[config.mk]
export PLATFORM = sky130hd
export DESIGN_NAME = stx_length_frame_receiver_unit_flat
export DESIGN_NICKNAME = d
export VERILOG_FILES = /design/src/rtl/slfr_pkg.sv /design/src/rtl/slfr_if.sv /design/src/rtl/slfr_cfg_regs.sv /design/src/rtl/slfr_core.sv /design/src/rtl/slfr_out_buf.sv /design/src/rtl/stx_length_frame_receiver_unit.sv /design/src/flat_wrapper.sv
export SDC_FILE = /design/constraint.sdc
export NUM_CORES = 1
export LEC_CHECK = 0
export BUFFER_PORTS_ARGS = -buffer_cell sky130_fd_sc_hd__buf_4
export CAP_MARGIN = 10
export CORE_ASPECT_RATIO = 0.75
export CORE_MARGIN = 2
export CORE_UTILIZATION = 55
export CTS_BUF_LIST = sky130_fd_sc_hd__clkbuf_4 sky130_fd_sc_hd__clkbuf_8
export CTS_CLUSTER_SIZE = 28
export DETAILED_ROUTE_END_ITERATION = 6
export GPL_TIMING_DRIVEN = 0
export MAX_ROUTING_LAYER = met4
export PLACE_DENSITY = 0.69
export SYNTH_ARGS = -nofsm -noshare
export SYNTH_HDL_FRONTEND = slang
export SYNTH_SLANG_ARGS = --single-unit
export TNS_END_PERCENT = 50
[constraint.sdc]
create_clock -name clk -period 4.37 [get_ports clk]
set_input_delay 0.437 -clock clk [delete_from_list [all_inputs] [get_ports clk]]
set_output_delay 0.437 -clock clk [all_outputs]
set_load 0.01 [all_outputs]
[src/rtl/slfr_pkg.sv]
`timescale 1ns / 1ps

package slfr_pkg;

	localparam logic [7:0]  START_BYTE   = 8'h02;
	localparam logic [7:0]  LEAD_IN_BYTE = 8'h7e;
	localparam logic [7:0]  BCC_POLY     = 8'h85;
	localparam logic [15:0] HEADER_BYTES = 16'd8;
	localparam logic [15:0] CRC_BYTES    = 16'd4;
	localparam logic [15:0] LEN_HI_POS   = 16'd2;
	localparam logic [15:0] LEN_LO_POS   = 16'd3;

	localparam logic [15:0] MAX_PAYLOAD_RESET  = 16'd1024;
	localparam logic [15:0] CHAR_TIMEOUT_RESET = 16'd200;
	localparam logic [15:0] MSG_TIMEOUT_RESET  = 16'd5000;

	typedef enum logic [1:0] {
		OP_BYTE = 2'd0,
		OP_TICK = 2'd1,
		OP_ARM  = 2'd2,
		OP_NONE = 2'd3
	} opcode_t;

	typedef enum logic [1:0] {
		REG_MAX_PAYLOAD  = 2'd0,
		REG_CHAR_TIMEOUT = 2'd1,
		REG_MSG_TIMEOUT  = 2'd2,
		REG_UNUSED       = 2'd3
	} reg_index_t;

	typedef enum logic [2:0] {
		ST_OK         = 3'd0,
		ST_OK_GARBAGE = 3'd1,
		ST_BCC_ERR    = 3'd2,
		ST_LEN_ERR    = 3'd3,
		ST_CHAR_TO    = 3'd4,
		ST_MSG_TO     = 3'd5
	} status_t;

	typedef enum logic [1:0] {
		PH_IDLE = 2'd0,
		PH_HUNT = 2'd1,
		PH_HEAD = 2'd2,
		PH_BODY = 2'd3
	} phase_t;

	typedef struct packed {
		logic [15:0] max_payload;
		logic [15:0] char_timeout_ticks;
		logic [15:0] message_timeout_ticks;
	} cfg_t;

	typedef struct packed {
		logic [7:0] frame_byte;
		logic       byte_valid;
		logic       frame_end;
		logic [2:0] status;
	} res_t;

	function automatic logic [7:0] bcc_update(input logic [7:0] acc, input logic [7:0] b);
		logic [7:0] v;
		v = acc ^ b;
		for (int i = 0; i < 8; i++) begin
			if (v[7]) begin
				v = {v[6:0], 1'b0} ^ BCC_POLY;
			end else begin
				v = {v[6:0], 1'b0};
			end
		end
		return v;
	endfunction

endpackage

[src/rtl/slfr_if.sv]
`timescale 1ns / 1ps

interface slfr_in_if;
	logic       valid;
	logic       ready;
	logic [1:0] opcode;
	logic [7:0] rx_byte;

	modport source (output valid, output opcode, output rx_byte, input ready);
	modport sink (input valid, input opcode, input rx_byte, output ready);
endinterface

interface slfr_out_if;
	logic       valid;
	logic       ready;
	logic [7:0] frame_byte;
	logic       byte_valid;
	logic       frame_end;
	logic [2:0] status;

	modport source (output valid, output frame_byte, output byte_valid, output frame_end,
		output status, input ready);
	modport sink (input valid, input frame_byte, input byte_valid, input frame_end,
		input status, output ready);
endinterface

[src/rtl/slfr_cfg_regs.sv]
`timescale 1ns / 1ps

module slfr_cfg_regs (
	input  logic                clk,
	input  logic                arst_n,
	input  logic                cfg_we,
	input  logic [1:0]          cfg_index,
	input  logic [15:0]         cfg_data,
	output slfr_pkg::cfg_t      cfg
);

	slfr_pkg::cfg_t cfg_q;

	always_ff @(posedge clk or negedge arst_n) begin
		if (!arst_n) begin
			cfg_q.max_payload           <= slfr_pkg::MAX_PAYLOAD_RESET;
			cfg_q.char_timeout_ticks    <= slfr_pkg::CHAR_TIMEOUT_RESET;
			cfg_q.message_timeout_ticks <= slfr_pkg::MSG_TIMEOUT_RESET;
		end else if (cfg_we) begin
			case (slfr_pkg::reg_index_t'(cfg_index))
				slfr_pkg::REG_MAX_PAYLOAD:  cfg_q.max_payload           <= cfg_data;
				slfr_pkg::REG_CHAR_TIMEOUT: cfg_q.char_timeout_ticks    <= cfg_data;
				slfr_pkg::REG_MSG_TIMEOUT:  cfg_q.message_timeout_ticks <= cfg_data;
				default: ;
			endcase
		end
	end

	assign cfg = cfg_q;

endmodule

[src/rtl/slfr_core.sv]
`timescale 1ns / 1ps

module slfr_core (
	input  logic           clk,
	input  logic           arst_n,
	input  slfr_pkg::cfg_t cfg,
	input  logic           accept,
	input  logic [1:0]     opcode,
	input  logic [7:0]     rx_byte,
	output logic           res_push,
	output slfr_pkg::res_t res
);

	slfr_pkg::phase_t phase_q, phase_d;
	logic [15:0] byte_count_q, byte_count_d;
	logic [15:0] payload_length_q, payload_length_d;
	logic [7:0]  bcc_q, bcc_d;
	logic        garbage_q, garbage_d;
	logic [15:0] idle_ticks_q, idle_ticks_d;

	logic [7:0]  bcc_next;
	logic [15:0] ticks_inc;
	logic [15:0] limit;
	logic [15:0] count_inc;
	logic [15:0] len_new;

	always_ff @(posedge clk or negedge arst_n) begin
		if (!arst_n) begin
			phase_q          <= slfr_pkg::PH_IDLE;
			byte_count_q     <= '0;
			payload_length_q <= '0;
			bcc_q            <= '0;
			garbage_q        <= 1'b0;
			idle_ticks_q     <= '0;
		end else begin
			phase_q          <= phase_d;
			byte_count_q     <= byte_count_d;
			payload_length_q <= payload_length_d;
			bcc_q            <= bcc_d;
			garbage_q        <= garbage_d;
			idle_ticks_q     <= idle_ticks_d;
		end
	end

	always_comb begin
		phase_d          = phase_q;
		byte_count_d     = byte_count_q;
		payload_length_d = payload_length_q;
		bcc_d            = bcc_q;
		garbage_d        = garbage_q;
		idle_ticks_d     = idle_ticks_q;
		res_push         = 1'b0;
		res              = '0;

		bcc_next  = slfr_pkg::bcc_update(bcc_q, rx_byte);
		ticks_inc = (idle_ticks_q == 16'hffff) ? idle_ticks_q : idle_ticks_q + 16'd1;
		limit     = (phase_q == slfr_pkg::PH_HUNT) ? cfg.message_timeout_ticks
			: cfg.char_timeout_ticks;
		count_inc = byte_count_q + 16'd1;
		len_new   = payload_length_q;
		if (byte_count_q == slfr_pkg::LEN_HI_POS) begin
			len_new = {rx_byte, payload_length_q[7:0]};
		end else if (byte_count_q == slfr_pkg::LEN_LO_POS) begin
			len_new = {payload_length_q[15:8], rx_byte};
		end

		if (accept) begin
			case (slfr_pkg::opcode_t'(opcode))
				slfr_pkg::OP_ARM: begin
					if (phase_q == slfr_pkg::PH_IDLE) begin
						phase_d          = slfr_pkg::PH_HUNT;
						byte_count_d     = '0;
						payload_length_d = '0;
						bcc_d            = '0;
						garbage_d        = 1'b0;
						idle_ticks_d     = '0;
					end
				end
				slfr_pkg::OP_TICK: begin
					if (phase_q != slfr_pkg::PH_IDLE) begin
						idle_ticks_d = ticks_inc;
						if (ticks_inc >= limit) begin
							res_push       = 1'b1;
							res.frame_end  = 1'b1;
							res.status     = (phase_q == slfr_pkg::PH_HUNT) ? slfr_pkg::ST_MSG_TO
								: slfr_pkg::ST_CHAR_TO;
							phase_d        = slfr_pkg::PH_IDLE;
						end
					end
				end
				slfr_pkg::OP_BYTE: begin
					if (phase_q != slfr_pkg::PH_IDLE) begin
						idle_ticks_d   = '0;
						res.frame_byte = rx_byte;
						res.byte_valid = 1'b1;
					end
					case (phase_q)
						slfr_pkg::PH_HUNT: begin
							if (rx_byte == slfr_pkg::START_BYTE) begin
								bcc_d        = slfr_pkg::bcc_update(8'h00, rx_byte);
								byte_count_d = 16'd1;
								phase_d      = slfr_pkg::PH_HEAD;
								res_push     = 1'b1;
							end else if (rx_byte != slfr_pkg::LEAD_IN_BYTE) begin
								garbage_d = 1'b1;
							end
						end
						slfr_pkg::PH_HEAD: begin
							bcc_d            = bcc_next;
							payload_length_d = len_new;
							byte_count_d     = count_inc;
							res_push         = 1'b1;
							if (count_inc >= slfr_pkg::HEADER_BYTES) begin
								if (len_new > cfg.max_payload) begin
									res.frame_end = 1'b1;
									res.status    = slfr_pkg::ST_LEN_ERR;
									phase_d       = slfr_pkg::PH_IDLE;
								end else begin
									byte_count_d     = len_new;
									payload_length_d = '0;
									phase_d          = slfr_pkg::PH_BODY;
								end
							end
						end
						slfr_pkg::PH_BODY: begin
							res_push = 1'b1;
							if (byte_count_q != '0) begin
								byte_count_d = byte_count_q - 16'd1;
								bcc_d        = bcc_next;
							end else if (payload_length_q < slfr_pkg::CRC_BYTES) begin
								payload_length_d = payload_length_q + 16'd1;
								bcc_d            = bcc_next;
							end else begin
								res.frame_end = 1'b1;
								phase_d       = slfr_pkg::PH_IDLE;
								if (rx_byte != bcc_q) begin
									res.status = slfr_pkg::ST_BCC_ERR;
								end else if (garbage_q) begin
									res.status = slfr_pkg::ST_OK_GARBAGE;
								end else begin
									res.status = slfr_pkg::ST_OK;
								end
							end
						end
						default: ;
					endcase
				end
				default: ;
			endcase
		end
	end

endmodule

[src/rtl/slfr_out_buf.sv]
`timescale 1ns / 1ps

module slfr_out_buf (
	input  logic           clk,
	input  logic           arst_n,
	input  logic           push,
	input  slfr_pkg::res_t push_data,
	output logic           space,
	output logic           pop_valid,
	input  logic           pop_ready,
	output slfr_pkg::res_t pop_data
);

	slfr_pkg::res_t buf_q [2];
	logic       wr_ptr_q;
	logic       rd_ptr_q;
	logic [1:0] count_q;
	logic       pop;

	assign space     = (count_q != 2'd2);
	assign pop_valid = (count_q != 2'd0);
	assign pop       = pop_valid && pop_ready;
	assign pop_data  = buf_q[rd_ptr_q];

	always_ff @(posedge clk or negedge arst_n) begin
		if (!arst_n) begin
			wr_ptr_q <= 1'b0;
			rd_ptr_q <= 1'b0;
			count_q  <= 2'd0;
		end else begin
			if (push) begin
				wr_ptr_q <= ~wr_ptr_q;
			end
			if (pop) begin
				rd_ptr_q <= ~rd_ptr_q;
			end
			if (push && !pop) begin
				count_q <= count_q + 2'd1;
			end else if (pop && !push) begin
				count_q <= count_q - 2'd1;
			end
		end
	end

	always_ff @(posedge clk) begin
		if (push) begin
			buf_q[wr_ptr_q] <= push_data;
		end
	end

endmodule

[src/rtl/stx_length_frame_receiver_unit.sv]
`timescale 1ns / 1ps

// Channel   Direction  Fields
// items     sink       opcode[1:0], rx_byte[7:0]
// results   source     frame_byte[7:0], byte_valid, frame_end, status[2:0]
// config    write      cfg_we, cfg_index[1:0], cfg_data[15:0]
//
// A new request is taken every cycle while the two-entry result buffer has room,
// and any result that it yields is registered in that buffer.
// The frame state updates in one pass through the BCC (polynomial 0x85) and counter logic.
// Reset returns the receiver to idle and the registers to their defaults.
// A stalled result side holds items back only once both buffer entries fill.

module stx_length_frame_receiver_unit (
	input  logic        clk,
	input  logic        arst_n,
	slfr_in_if.sink     items,
	slfr_out_if.source  results,
	input  logic        cfg_we,
	input  logic [1:0]  cfg_index,
	input  logic [15:0] cfg_data
);

	slfr_pkg::cfg_t cfg;
	slfr_pkg::res_t core_res;
	slfr_pkg::res_t out_res;
	logic           core_push;
	logic           space;
	logic           accept;

	assign items.ready = space;
	assign accept      = items.valid && space;

	slfr_cfg_regs u_cfg (
		.clk       (clk),
		.arst_n    (arst_n),
		.cfg_we    (cfg_we),
		.cfg_index (cfg_index),
		.cfg_data  (cfg_data),
		.cfg       (cfg)
	);

	slfr_core u_core (
		.clk      (clk),
		.arst_n   (arst_n),
		.cfg      (cfg),
		.accept   (accept),
		.opcode   (items.opcode),
		.rx_byte  (items.rx_byte),
		.res_push (core_push),
		.res      (core_res)
	);

	slfr_out_buf u_out (
		.clk       (clk),
		.arst_n    (arst_n),
		.push      (core_push),
		.push_data (core_res),
		.space     (space),
		.pop_valid (results.valid),
		.pop_ready (results.ready),
		.pop_data  (out_res)
	);

	assign results.frame_byte = out_res.frame_byte;
	assign results.byte_valid = out_res.byte_valid;
	assign results.frame_end  = out_res.frame_end;
	assign results.status     = out_res.status;

endmodule

[src/flat_wrapper.sv]
// flat-port wrapper written by rule: the top's interface ports become plain ports
module stx_length_frame_receiver_unit_flat 
  (clk, arst_n, cfg_we, cfg_index, cfg_data, items_valid, items_opcode, items_rx_byte, items_ready, results_valid, results_frame_byte, results_byte_valid, results_frame_end, results_status, results_ready);
  slfr_in_if items_i ();
  slfr_out_if results_i ();
  input  logic clk;
  input  logic arst_n;
  input  logic cfg_we;
  input  logic [1:0] cfg_index;
  input  logic [15:0] cfg_data;
  input wire logic [$bits(items_i.valid)-1:0] items_valid;
  input wire logic [$bits(items_i.opcode)-1:0] items_opcode;
  input wire logic [$bits(items_i.rx_byte)-1:0] items_rx_byte;
  output wire logic [$bits(items_i.ready)-1:0] items_ready;
  output wire logic [$bits(results_i.valid)-1:0] results_valid;
  output wire logic [$bits(results_i.frame_byte)-1:0] results_frame_byte;
  output wire logic [$bits(results_i.byte_valid)-1:0] results_byte_valid;
  output wire logic [$bits(results_i.frame_end)-1:0] results_frame_end;
  output wire logic [$bits(results_i.status)-1:0] results_status;
  input wire logic [$bits(results_i.ready)-1:0] results_ready;
  assign items_i.valid = items_valid;
  assign items_i.opcode = items_opcode;
  assign items_i.rx_byte = items_rx_byte;
  assign items_ready = items_i.ready;
  assign results_valid = results_i.valid;
  assign results_frame_byte = results_i.frame_byte;
  assign results_byte_valid = results_i.byte_valid;
  assign results_frame_end = results_i.frame_end;
  assign results_status = results_i.status;
  assign results_i.ready = results_ready;
  stx_length_frame_receiver_unit u_core (.clk(clk), .arst_n(arst_n), .items(items_i), .results(results_i), .cfg_we(cfg_we), .cfg_index(cfg_index), .cfg_data(cfg_data));
endmodule
Word-level counts from Yosys, hierarchy flattened
Memories as Yosys holds them, arrays and structs flattened. Index checks and enable logic that the tools add are counted.

Bits in registers: 111. Bits in writable memories: 26. Bits of input ports: 33. Output and inout port bits: 15. Memories kept: 1.

Memory list: u_core.u_out.buf_q (words 2, bits a word 13, rd ports 1, clocked after Yosys merged registers in 0, wr ports 1, line slfr_out_buf.sv:14) `slfr_pkg::res_t buf_q [2];`.

$add $sub $neg: 6. Order comparisons: 4. Equal/unequal tests: 30. Multiplexer cells: 109. Bitwise logic cells: 19. Reductions and logical operators: 25.

Operator list (number): two-way mux 8 bit (49); two-way mux 16 bit (14); case mux 16 bit (2 select lines) (3); case mux 16 bit (3 select lines) (2); adder 16 x 1 -> 16 bit, second input constant (3); NOT 3 bit (16); == test 16 x 2 -> 1 bit, second input constant (2); two-way mux 4 bit (6); case mux 8 bit (3 select lines) (1); AND reduction 6 bit (4); two-way mux 2 bit (10); two-way mux 9 bit (2); != test 3 bit, second input constant (6); == test 16 bit, second input constant (1); greater-or-equal comparator 16 bit (1); greater-or-equal comparator 16 x 4 -> 1 bit, second input constant (1); greater-than comparator 16 bit (1); < comparator 16 x 3 -> 1 bit, second input constant (1); != test 2 bit, second input constant (8); case mux 4 bit (2 select lines) (2); case mux 8 bit (2 select lines) (1); nonzero test 16 bit (1); subtractor 16 x 1 -> 16 bit, second input constant (1); two-way mux 13 bit (1); 25 further kinds (56).

Logic depth before layout (Yosys ltp)
Gate-level depths: netlist (run 1).

Word-level depth: 47. Depth in mapped cells: 19.

By module
A second synthesis (run 1) with hierarchy kept.

Cells, all modules: 870. Area, all modules: 8745.9 um^2.

By module, submodules not included: slfr_core (instances 1, cells each 711, area each 5780.5 um^2, sequential area each 1476.4 um^2); slfr_cfg_regs (instances 1, cells each 102, area each 1826.8 um^2, sequential area each 1212.4 um^2); slfr_out_buf (instances 1, cells each 56, area each 1132.3 um^2, sequential area each 880.8 um^2); stx_length_frame_receiver_unit (instances 1, cells each 1, area each 6.3 um^2, sequential area each 0.0 um^2).

Least setup slack after synthesis (run 1)
No wires, ideal clock.

Kind: register to register. Start point: register u_core.u_core.idle_ticks_q[4]. End point: memory u_core.u_out.buf_q[0][0] (netlist bit), enable pin. Setup time: 0.384 ns. Data arrival time: 3.651 ns. Path slack: 0.335 ns. Cell stages (with the launch flop): 16. Buffers on the path: 2. Period minus slack after synthesis: 4.035 ns. Cells stage by stage: dfrtp_1 -> buf_2 -> and4_1 -> nand4_1 -> nor4_1 -> buf_2 -> nor2_1 -> nand2_1 -> xnor2_1 -> ha_1 -> nand4_1 -> a211oi_1 -> a2111o_1 -> a21oi_1 -> o32ai_1 -> nor2b_1.

Longest elaborated chain between the ends: 9. Elaborated cells between the ends (all ways): 10. Classes of those cells: 1 x add/sub; 1 x order compare; 1 x eq/ne; 7 x mux.

Ends and longest elaborated chain: start, declared (line slfr_core.sv:19) `logic [15:0] idle_ticks_q, idle_ticks_d;`; start signal, assigned (line slfr_core.sv:41) `idle_ticks_q <= idle_ticks_d;`; adder 16 x 1 -> 16 bit / == test 16 bit (equally long branches) (line slfr_core.sv:56) `ticks_inc = (idle_ticks_q == 16'hffff) ? idle_ticks_q : idle_ticks_q + 16'd1;`; two-way mux 16 bit (*) (line slfr_core.sv:56); greater-or-equal comparator 16 bit (*) (line slfr_core.sv:82) `if (ticks_inc >= limit) begin`; two-way mux 1 bit (*) (line slfr_core.sv:82); two-way mux 1 bit (*) (line slfr_core.sv:80) `if (phase_q != slfr_pkg::PH_IDLE) begin`; case mux 1 bit (2 select lines) (*) (line slfr_core.sv:68) `case (slfr_pkg::opcode_t'(opcode))`; two-way mux 1 bit (*) (line slfr_core.sv:67) `if (accept) begin`; net u_core.core_push (line stx_length_frame_receiver_unit.sv:27) `logic core_push;`; two-way mux 1 bit (*) (line slfr_out_buf.sv:46) `if (push) begin`; two-way mux 1 bit (implied by the code) (*) (line slfr_out_buf.sv:47) `buf_q[wr_ptr_q] <= push_data;`; end, declared (line slfr_out_buf.sv:14).

The timed path passes the listed nets; every way through them passes the cells marked *.

Worst setup path in the final report (run 1)
Start point: register u_core.u_core.byte_count_q[9]. End point: register u_core.u_core.byte_count_q[7].

Longest elaborated chain between the ends: 8. Elaborated cells between the ends (all ways): 14. Classes of those cells: 1 x add/sub; 2 x order compare; 3 x eq/ne; 6 x mux; 2 x reduce/logical.

Ends and longest elaborated chain: start, declared (line slfr_core.sv:15) `logic [15:0] byte_count_q, byte_count_d;`; start signal, assigned (line slfr_core.sv:37) `byte_count_q <= byte_count_d;`; parallel branches: the longest is 8 deep, another holds adder 16 x 1 -> 16 bit.

Several ways; the timed one is not identified. A chain may end at the register's enable or synchronous reset.

==> impl_metrics.env, run 1 <==
export IMPL_worst_pin_slew_ns=0.944
export IMPL_final_common_cell="dfrtp_1"
export IMPL_peakVddDrop_mv=0.320
export IMPL_worstSetupPathType="reg -> reg"
export IMPL_hold_depth=3
export IMPL_design_area_um2=10300
export IMPL_ys_flop_type="dfrtp_1"
export IMPL_vias=7420
export IMPL_multi_input_area_um2=5070
export IMPL_worst_hold_slack_ns=0.200
export IMPL_period_minus_slack_ns=4.22
export IMPL_fmax_mhz=237
export IMPL_required_ns=4.72
export IMPL_cp_max_fo=10
export IMPL_ff2ff_path_depth=15
export IMPL_max_slew_margin_rel=0.367
export IMPL_min_period_over_period=0.965
export IMPL_synth_warnings=0
export IMPL_setup_viol=0
export IMPL_die_x_um=151
export IMPL_outcome="finished clean"
export IMPL_io_buffers=47
export IMPL_vias_per_cell=6.03
export IMPL_die_area_um2=17300
export IMPL_cts_sinks=137
export IMPL_grt_ovfl_total=0
export IMPL_grt_max_degree=91
export IMPL_place_area_um2=9560
export IMPL_synth_seq_cells=137
export IMPL_cap_violations=0
export IMPL_hold_path_end="u_core.u_cfg.cfg[38]"
export IMPL_synth_yosys_seq_area_share=0.400
export IMPL_hold_start="cfg_data[6]"
export IMPL_reg2reg_from="u_core.u_core.byte_count_q[9]"
export IMPL_clock_skew_ns=0.0151
export IMPL_grt_pass1_wl_mm=38.1
export IMPL_synthToLayoutAreaGrowth_pct=15.1
export IMPL_slew_violations=0
export IMPL_async_reset_ff_frac=0.810
export IMPL_p_leak_nw=4.50
export IMPL_hpwl_mm=17.3
export IMPL_hold_class="in -> reg"
export IMPL_root_buffer="clkbuf_8"
export IMPL_final_hold_viol_count=0
export IMPL_track_usage=0.297
export IMPL_register_area_um2=3570
export IMPL_dp_cells=1188
export IMPL_post_drt_wl_per_cell_um=19.3
export IMPL_synth_cells=930
export IMPL_totalWireLength_mm=23.7
export IMPL_ff2ff_setup_slack_ns=0.15
export IMPL_syn_area_um2=8920
export IMPL_grt_pass1_vias=7020
export IMPL_synth_nets=1009
export IMPL_first_pass_iters=5
export IMPL_drive_gt1_frac=0.216
export IMPL_power_w=0.00577
export IMPL_fill_cells=1355
export IMPL_cts_htree_levels=4
export IMPL_clk_pin_slew_ns=0.09
export IMPL_stdcell_count=1231
export IMPL_end_kind="flip-flop"
export IMPL_layout_common_cells="102 x dfrtp_1, 79 x nand2_1, 65 x buf_4"
export IMPL_gp_congestion=0.958
export IMPL_drtIter0Drc=616
export IMPL_row_count=40
export IMPL_core_um2=15900
export IMPL_cts_tree="yes"
export IMPL_reg2reg_to="u_core.u_core.byte_count_q[7]"
export IMPL_die_y_um=114
export IMPL_powerDensity_nw_per_um2=562
export IMPL_cp_arrival_ns=4.57
export IMPL_postRouteAntennaNets=0
export IMPL_synth_distinct_cells=77
export IMPL_synth_area_per_cell_um2=9.59
export IMPL_pin_count=48
export IMPL_nets=1087
export IMPL_cts_buffers=17
export IMPL_insertion_delay_ns=0.47
export IMPL_cp_start_kind="flip-flop"
export IMPL_diodes=0
export IMPL_synth_edf_count=26
export IMPL_antenna_found_initial=0
export IMPL_drc=0
export IMPL_start_util=0.560
export IMPL_clock_path_buffers=2
worst max-delay path by stage:
stage	start	to	slack (ns)	depth (start not counted)
global route	u_core.u_core.idle_ticks_q[4]	u_core.u_out.count_q[1]	-0.01	18
CTS	u_core.u_core.byte_count_q[9]	u_core.u_core.byte_count_q[13]	0.003	17
floorplan	u_core.u_core.idle_ticks_q[4]	u_core.u_out.buf_q[0][0]	0.33	15
finish	u_core.u_core.byte_count_q[9]	u_core.u_core.byte_count_q[7]	0.15	15
detailed placement	u_core.u_core.phase_q[0]	u_core.u_out.buf_q[0][6]	-1.03	12
global placement	u_core.u_core.phase_q[0]	u_core.u_out.buf_q[0][6]	-1.02	12
registers in the layout, summed over array words and instances (netlist names):
register and flops:
u_core.u_core.garbage_q 1, u_core.u_out.rd_ptr_q 1, u_core.u_out.buf_q 26, u_core.u_core.phase_q 2, u_core.u_out.wr_ptr_q 1, u_core.u_core.idle_ticks_q 16
u_core.u_out.count_q 2, u_core.u_core.byte_count_q 16, u_core.u_cfg.cfg 48, u_core.u_core.bcc_q 8, u_core.u_core.payload_length_q 16
final cells by class:
type,instances,share of cell area
inverter,48,0.0176
clock inverter,14,0.0179
sequential,137,0.348
buffer,47,0.0247
multi-input combinational,697,0.494
timing repair buffer,60,0.0480
tap,210,0.0256
clock buffer,18,0.0241
worst max-delay path: stages, from the launching register on:
cell       delay (ns)
dfrtp_1          0.40
buf_6            0.14
or4_4            0.54
nor2_4           0.19
nand4b_1         0.14
buf_4            0.22
mux2i_2          0.25
inv_2            0.11
ha_1             0.30
a21o_1           0.16
a2111oi_1        0.45
or4b_4           0.24
o31a_1           0.24
buf_4            0.25
a21oi_1          0.09
o31ai_1          0.34
per-layer routing:
metal,vias up,global-route usage,part of all wire,wire length (um)
li1,3534,-,-,-
met1,3589,0.448,0.49,11600
met2,262,0.412,0.42,10000
met3,35,0.0594,0.071,1690
met4,0,0.0710,0.016,383
met5,-,-,0,0
cell families (layout without fill, tap and decap cells):
| kind of cell | after synthesis | after routing | share of synthesized area |
|---|---|---|---|
| XOR/XNOR | 69 | 69 | 0.0678 |
| adder cells (fa/ha/maj) | 46 | 46 | 0.0646 |
| AND/OR/NAND/NOR | 296 | 296 | 0.176 |
| multiplexers | 77 | 77 | 0.0933 |
| buffers and inverters | 96 | 187 | 0.0476 |
| flip-flops | 137 | 137 | 0.400 |
| AO/OA/AOI/OAI | 209 | 209 | 0.151 |
cells in the mapped netlist (9+ instances only):
cell,n,area (um^2)
mux2_2,48,541
nor4_1,18,113
o21ai_0,62,310
ha_1,46,576
buf_2,9,45.0
mux2i_1,28,280
a21oi_1,48,240
clkbuf_1,28,105
inv_1,48,180
o211ai_1,10,75.1
a31oi_1,9,56.3
nor2_1,52,195
nand3_1,36,180
nor3_1,23,115
xnor2_1,49,429
dfstp_2,9,236
nand2_1,79,297
nand4_1,17,106
o31ai_1,14,105
xor2_1,20,175
edfxtp_1,26,781
dfrtp_1,102,2550
report_power, final:
group / internal [W] / switching (W) / leakage, nW
Combinational: 0.00117 / 0.00176 / 2.61
Clock: 0.000595 / 0.000567 / 0.222
Sequential: 0.00151 / 0.000168 / 1.67
Total: 0.00328 / 0.00249 / 4.50
per-stage QoR:
step           TNS (ns)   util  setup slack [ns]
2_1_floorplan         0      -             0.335
3_3_place_gp     -26.73  0.599             -1.02
3_5_place_dp     -28.06  0.601             -1.03
4_1_cts               0  0.638           0.00314
5_1_grt         -0.0120  0.645           -0.0120
6_report              0  0.645             0.151
repair_timing:
item                       in CTS  in global routing
hold endpoints to repair       17                  0
setup endpoints to repair      64                 48
gates cloned                    0                  0
buffers inserted                4                  7
pin swaps                       1                  8
resized for setup              22                 21
hold buffers                    1                  0
Note: power is estimated with default switching activity, not from simulation.
==> run 2, diff against run 1 <==
Settings changed: CORE_MARGIN 2 to not set, PLACE_DENSITY 0.69 to 0.71.
==> run 2 against run 1 <==
Net effect: setup slack better by 0.027 ns; sequential share of layout area rose by 0.19 points; first-iteration DRC count increased by 4.5%; clock power is 19% lower; largest cell class unchanged; largest power group unchanged.
==> impl_metrics.env, run 2 (synthesized netlist as in run 1, its figures left out) <==
export IMPL_comb_power_share=0.530
export IMPL_pwr_share_seq=0.301
export IMPL_min_period_over_period=0.959
export IMPL_netSwitchingFraction=0.443
export IMPL_required_ns=4.66
export IMPL_io_buffers=47
export IMPL_cts_htree_levels=4
export IMPL_fill_cells=1315
export IMPL_vias=7444
export IMPL_cap_violations=0
export IMPL_internal_power_w=0.00313
export IMPL_die_x_um=149
export IMPL_cts_sinks=137
export IMPL_cp_arrival_ns=4.49
export IMPL_power_switching_w=0.00249
export IMPL_diodes=0
export IMPL_antenna_found_initial=0
export IMPL_final_hold_viol_count=0
export IMPL_max_slew_margin_rel=0.371
export IMPL_final_common_cell="dfrtp_1"
export IMPL_die_y_um=112
export IMPL_die_area_um2=16700
export IMPL_clock_path_buffers=2
export IMPL_powerDensity_nw_per_um2=550
export IMPL_clock_skew_ns=0.0146
export IMPL_cts_buffers=17
export IMPL_setup_viol=0
export IMPL_cp_startpoint="u_core.u_core.byte_count_q[9]"
export IMPL_fmax_mhz=239
export IMPL_clk_pin_slew_ns=0.09
export IMPL_grt_pass1_wl_mm=37.5
export IMPL_hold_class="in -> reg"
export IMPL_pin_count=48
export IMPL_vias_per_cell=6.04
export IMPL_core_um2=15500
export IMPL_synthToLayoutAreaGrowth_pct=14.5
export IMPL_insertion_delay_ns=0.47
export IMPL_peakVddDrop_mv=0.325
export IMPL_worst_pin_slew_ns=0.937
export IMPL_track_usage=0.302
export IMPL_p_leak_nw=4.49
export IMPL_cts_tree="yes"
export IMPL_post_drt_wl_per_cell_um=19.0
export IMPL_setup_slack_ns=0.179
export IMPL_drc=0
export IMPL_cp_start_kind="flip-flop"
export IMPL_clockPowerShare=0.168
export IMPL_start_util=0.575
export IMPL_slew_violations=0
export IMPL_grt_max_degree=66
export IMPL_hpwl_mm=17.2
export IMPL_nets=1093
export IMPL_worstSetupPathType="reg -> reg"
export IMPL_first_pass_iters=5
export IMPL_grt_ovfl_total=0
export IMPL_row_count=39
export IMPL_reg2reg_from="u_core.u_core.byte_count_q[9]"
export IMPL_power_w=0.00562
export IMPL_root_buffer="clkbuf_8"
export IMPL_cp_max_fo=10
export IMPL_hold_start="cfg_data[14]"
export IMPL_drtIter0Drc=644
export IMPL_gp_congestion=0.961
export IMPL_outcome="finished clean"
export IMPL_grt_pass1_vias=6836
export IMPL_period_minus_slack_ns=4.19
export IMPL_totalWireLength_mm=23.4
export IMPL_post_place_ws_ns=-0.939
export IMPL_postRouteAntennaNets=0
export IMPL_end_kind="flip-flop"
export IMPL_largest_reg_flops=48
export IMPL_layout_common_cells="102 x dfrtp_1, 79 x nand2_1, 73 x buf_4"
export IMPL_drive_gt1_frac=0.216
==> run 2: cell count changes in the layout (fill, tap and decap cells not counted), sizes merged <==
cell      change
buf           +7
bufinv        -3
clkbuf        -1
clkinv        +5
clkinvlp      +3
inv           -5
==> run 2: power by group through the flow <==
stage | sequential (W) | clock [W] | combinational (W)
6_report | 0.00169 | 0.000945 | 0.00298
5_1_grt | 0.00172 | 0.00101 | 0.00324
4_1_cts | 0.00168 | 0.000955 | 0.00281
3_5_place_dp | 0.00170 | 0 | 0.00275
3_3_place_gp | 0.00169 | 0 | 0.00272
2_1_floorplan | 0.00165 | 0 | 0.00206
==> run 2: final timing paths <==
check	end	slack [ns]	depth (start not counted)
max in group asynchronous	u_core.u_cfg.cfg[19]	3.19	3
max reg2reg	u_core.u_out.buf_q[0][0]	0.18	16
max	u_core.u_out.buf_q[0][0]	0.18	16
min	u_core.u_cfg.cfg[46]	0.19	3
min in group asynchronous	u_core.u_cfg.cfg[11]	0.46	2
min reg2reg	u_core.u_out.count_q[1]	0.49	1
==> run 2: metrics by stage <==
stage | utilization | hold slack (ns) | area [um^2] | std cells | TNS, ns
floorplan | - | 0.141 | 8920 | 930 | 0
global placement | 0.614 | 0.473 | 9530 | 1182 | -27.60
detailed placement | 0.616 | 0.411 | 9560 | 1183 | -26.86
CTS | 0.645 | 0.185 | 10000 | 1218 | 0
global route | 0.658 | 0.187 | 10200 | 1232 | -0.00146
finish | 0.658 | 0.189 | 10200 | 1232 | 0
==> run 2: timing repair <==
action | CTS | global route
endpoints found under the hold margin | 44 | 0
buffers inserted | 2 | 16
hold buffers | 1 | 0
pin swaps | 0 | 5
setup endpoints to repair | 68 | 62
gates resized for setup | 18 | 20
==> run 2: per-layer routing <==
layer | GRT usage | wire length [um]
met1 | 0.463 | 11700
met2 | 0.398 | 9600
met3 | 0.0618 | 1700
met4 | 0.0776 | 354
met5 | - | 0
==> run 2: final cells by class <==
| type | instances | area [um^2] | share of cell area |
|---|---|---|---|
| Buffer | 46 | 250 | 0.0245 |
| Clock buffer | 18 | 241 | 0.0237 |
| Clock inverter | 14 | 100 | 0.00980 |
| Inverter | 48 | 180 | 0.0176 |
| Sequential cell | 137 | 3570 | 0.350 |
| Tap cell | 205 | 256 | 0.0251 |
| Multi-Input combinational cell | 697 | 5070 | 0.497 |
| Timing Repair Buffer | 67 | 542 | 0.0531 |
==> run 2: worst max-delay path, cell delays in order (launching register included) <==
cell       delay, ns
dfrtp_1         0.40
buf_6           0.14
or4_4           0.55
nor2_4          0.20
nand4b_1        0.15
buf_4           0.23
a21oi_2         0.29
inv_1           0.08
ha_1            0.34
nand3_2         0.15
nor2_1          0.16
a2111oi_2       0.05
or4b_4          0.56
o31ai_4         0.13
buf_6           0.18
nand3_1         0.15
a31oi_2         0.23
==> run 3, diff against run 2 <==
Settings changed: ABC_CLOCK_PERIOD_IN_PS set to 4370, CELL_PAD_IN_SITES_DETAIL_PLACEMENT set to 1, CELL_PAD_IN_SITES_GLOBAL_PLACEMENT set to 2, CORE_UTILIZATION 55 to 41, PLACE_DENSITY 0.71 to 0.8, REMOVE_ABC_BUFFERS set to 1.
==> run 3 against run 2 <==
Net effect: highest routed layer unchanged; register-to-register slack worse by 0.02 ns; via count hardly changed; worst hold slack better by 0.013 ns; clock power increased by 15%; routed wire length is 18% higher; non-clock buffer count shrank 25; first-iteration DRC count decreased by 28%; count of clock-buffer cells in the layout increased by 1; maximum frequency is 0.44% lower; utilization decreased by 17 points; critical path depth is 3 lower.
==> impl_metrics.env, run 3 (synthesized netlist as in run 1, its figures left out) <==
export IMPL_outcome="finished clean"
export IMPL_cts_tree="yes"
export IMPL_drc=0
export IMPL_max_stage_delay_ns=0.59
export IMPL_largest_reg_flops=48
export IMPL_io_buffers=47
export IMPL_critical_path_top_delay_family="simple AND/OR/NAND/NOR gates"
export IMPL_crit_chain="or4_4 -> nor2_4 -> nand4_1 -> buf_4 -> mux2i_1 -> inv_1 -> ha_1 -> nand4_1 -> nor4_4 -> or4b_4 -> o31a_4 -> nand2_1 -> o311ai_1"
export IMPL_die_x_um=172
export IMPL_synthToLayoutAreaGrowth_pct=16.0
export IMPL_cp_max_fo=14
export IMPL_hold_path_end="u_core.u_cfg.cfg[37]"
export IMPL_crit_path_frequent_cell="nand4_1"
export IMPL_crit_path_top_delay_cell="or4_4"
export IMPL_grt_pass1_wl_mm=42.9
export IMPL_ff2ff_setup_slack_ns=0.16
export IMPL_clock_path_buffers=2
export IMPL_final_common_cell="dfrtp_1"
export IMPL_utilization=0.487
export IMPL_cp_start_kind="flip-flop"
export IMPL_die_y_um=130
export IMPL_track_usage=0.264
export IMPL_cts_sinks=137
export IMPL_die_area_um2=22300
export IMPL_post_drt_wl_per_cell_um=21.4
export IMPL_postRouteAntennaNets=0
export IMPL_min_period_over_period=0.963
export IMPL_insertion_delay_ns=0.47
export IMPL_reg2reg_to="u_core.u_core.byte_count_q[1]"
export IMPL_diodes=0
export IMPL_peakVddDrop_mv=0.262
export IMPL_end_kind="flip-flop"
export IMPL_pin_count=48
export IMPL_place_area_um2=9480
export IMPL_grt_ovfl_total=0
export IMPL_cts_htree_levels=4
export IMPL_vias_per_cell=5.76
export IMPL_setup_viol=0
export IMPL_root_buffer="clkbuf_8"
export IMPL_core_um2=21200
export IMPL_worst_hold_slack_ns=0.202
export IMPL_reg2reg_from="u_core.u_core.byte_count_q[9]"
export IMPL_rsz0062_at_grt="true"
export IMPL_period_minus_slack_ns=4.21
export IMPL_hold_class="in -> reg"
export IMPL_first_pass_iters=5
export IMPL_totalWireLength_mm=27.7
export IMPL_drtIter0Drc=465
export IMPL_drive_gt1_frac=0.233
export IMPL_design_area_um2=10300
export IMPL_nets=1069
export IMPL_required_ns=4.74
export IMPL_hpwl_mm=19.8
export IMPL_grt_pass1_vias=7452
export IMPL_worst_pin_slew_ns=1.08
export IMPL_p_leak_nw=4.51
export IMPL_clk_pin_slew_ns=0.10
export IMPL_cap_violations=0
export IMPL_cp_arrival_ns=4.58
export IMPL_clock_skew_ns=0.0214
export IMPL_slew_violations=0
export IMPL_vias=7442
export IMPL_hold_depth=3
export IMPL_ff2ff_path_depth=13
export IMPL_fill_cells=2410
export IMPL_gp_congestion=0.867
export IMPL_start_util=0.420
export IMPL_antenna_found_initial=0
export IMPL_grt_max_degree=91
export IMPL_post_place_ws_ns=-1.25
export IMPL_powerDensity_nw_per_um2=547
export IMPL_final_hold_viol_count=0
export IMPL_row_count=46
export IMPL_setup_slack_ns=0.160
export IMPL_fmax_mhz=238
export IMPL_cts_buffers=17
export IMPL_max_slew_margin_rel=0.275
export IMPL_hold_start="cfg_data[5]"
export IMPL_worstSetupPathType="reg -> reg"
export IMPL_path_buf_inv=2
export IMPL_layout_common_cells="95 x dfrtp_1, 79 x nand2_1, 79 x buf_4"
run 3: what timing repair did:
action,in CTS,in global routing
cloned,0,1
hold buffers,1,0
endpoints found under the hold margin,21,0
buffers inserted,14,22
pin swaps,5,9
resized for setup,18,19
endpoints found under the setup margin,68,68
run 3: area by class of cell:
class | instances | area, um^2 | area share
tap | 288 | 360 | 0.0348
clock buffer | 19 | 249 | 0.0241
inverter | 48 | 180 | 0.0174
clock inverter | 13 | 143 | 0.0138
timing repair buffer | 88 | 739 | 0.0715
multi-input combinational | 698 | 5090 | 0.492
sequential | 137 | 3580 | 0.346
run 3: worst reg2reg max path, cell delays in order, from the launching register on:
cell      delay (ns)
dfrtp_2         0.49
or4_4           0.59
nor2_4          0.23
nand4_1         0.12
buf_4           0.22
mux2i_1         0.33
inv_1           0.14
ha_1            0.33
nand4_1         0.20
nor4_4          0.37
or4b_4          0.26
o31a_4          0.32
nand2_1         0.19
o311ai_1        0.35
run 3: how the worst max path moves through the flow:
stage / startpoint / end / slack [ns] / depth (start not counted)
5_1_grt: u_core.u_core.idle_ticks_q[6] / u_core.u_out.count_q[1] / -0.08 / 18
3_5_place_dp: u_core.u_core.byte_count_q[8] / u_core.u_core.byte_count_q[4] / -1.25 / 12
2_1_floorplan: u_core.u_core.idle_ticks_q[4] / u_core.u_out.buf_q[0][0] / -0.36 / 13
6_report: u_core.u_core.byte_count_q[9] / u_core.u_core.byte_count_q[1] / 0.16 / 13
4_1_cts: u_core.u_core.byte_count_q[8] / u_core.u_out.buf_q[0][0] / 0.0007 / 15
3_3_place_gp: u_core.u_core.idle_ticks_q[4] / u_core.u_out.buf_q[0][1] / -2.05 / 13
run 3: per-layer routing:
layer	global-route usage	vias up	wire (um)
li1	-	3500	-
met1	0.377	3772	14100
met2	0.392	141	12200
met3	0.0409	29	1050
met4	0.0656	0	325
met5	-	-	0
run 3: power by group:
| part | switching, W | internal (W) |
|---|---|---|
| registers | 0.000300 | 0.00152 |
| clock network | 0.000568 | 0.000526 |
| logic | 0.00165 | 0.00110 |
run 3: metrics by stage:
step / power, W / TNS (ns) / cells
finish: 0.00566 / 0 / 1291
floorplan: 0.00359 / -5.70 / 882
global placement: 0.00436 / -93.22 / 1217
CTS: 0.00560 / 0 / 1268
global route: 0.00603 / -0.176 / 1291
detailed placement: 0.00444 / -50.04 / 1221
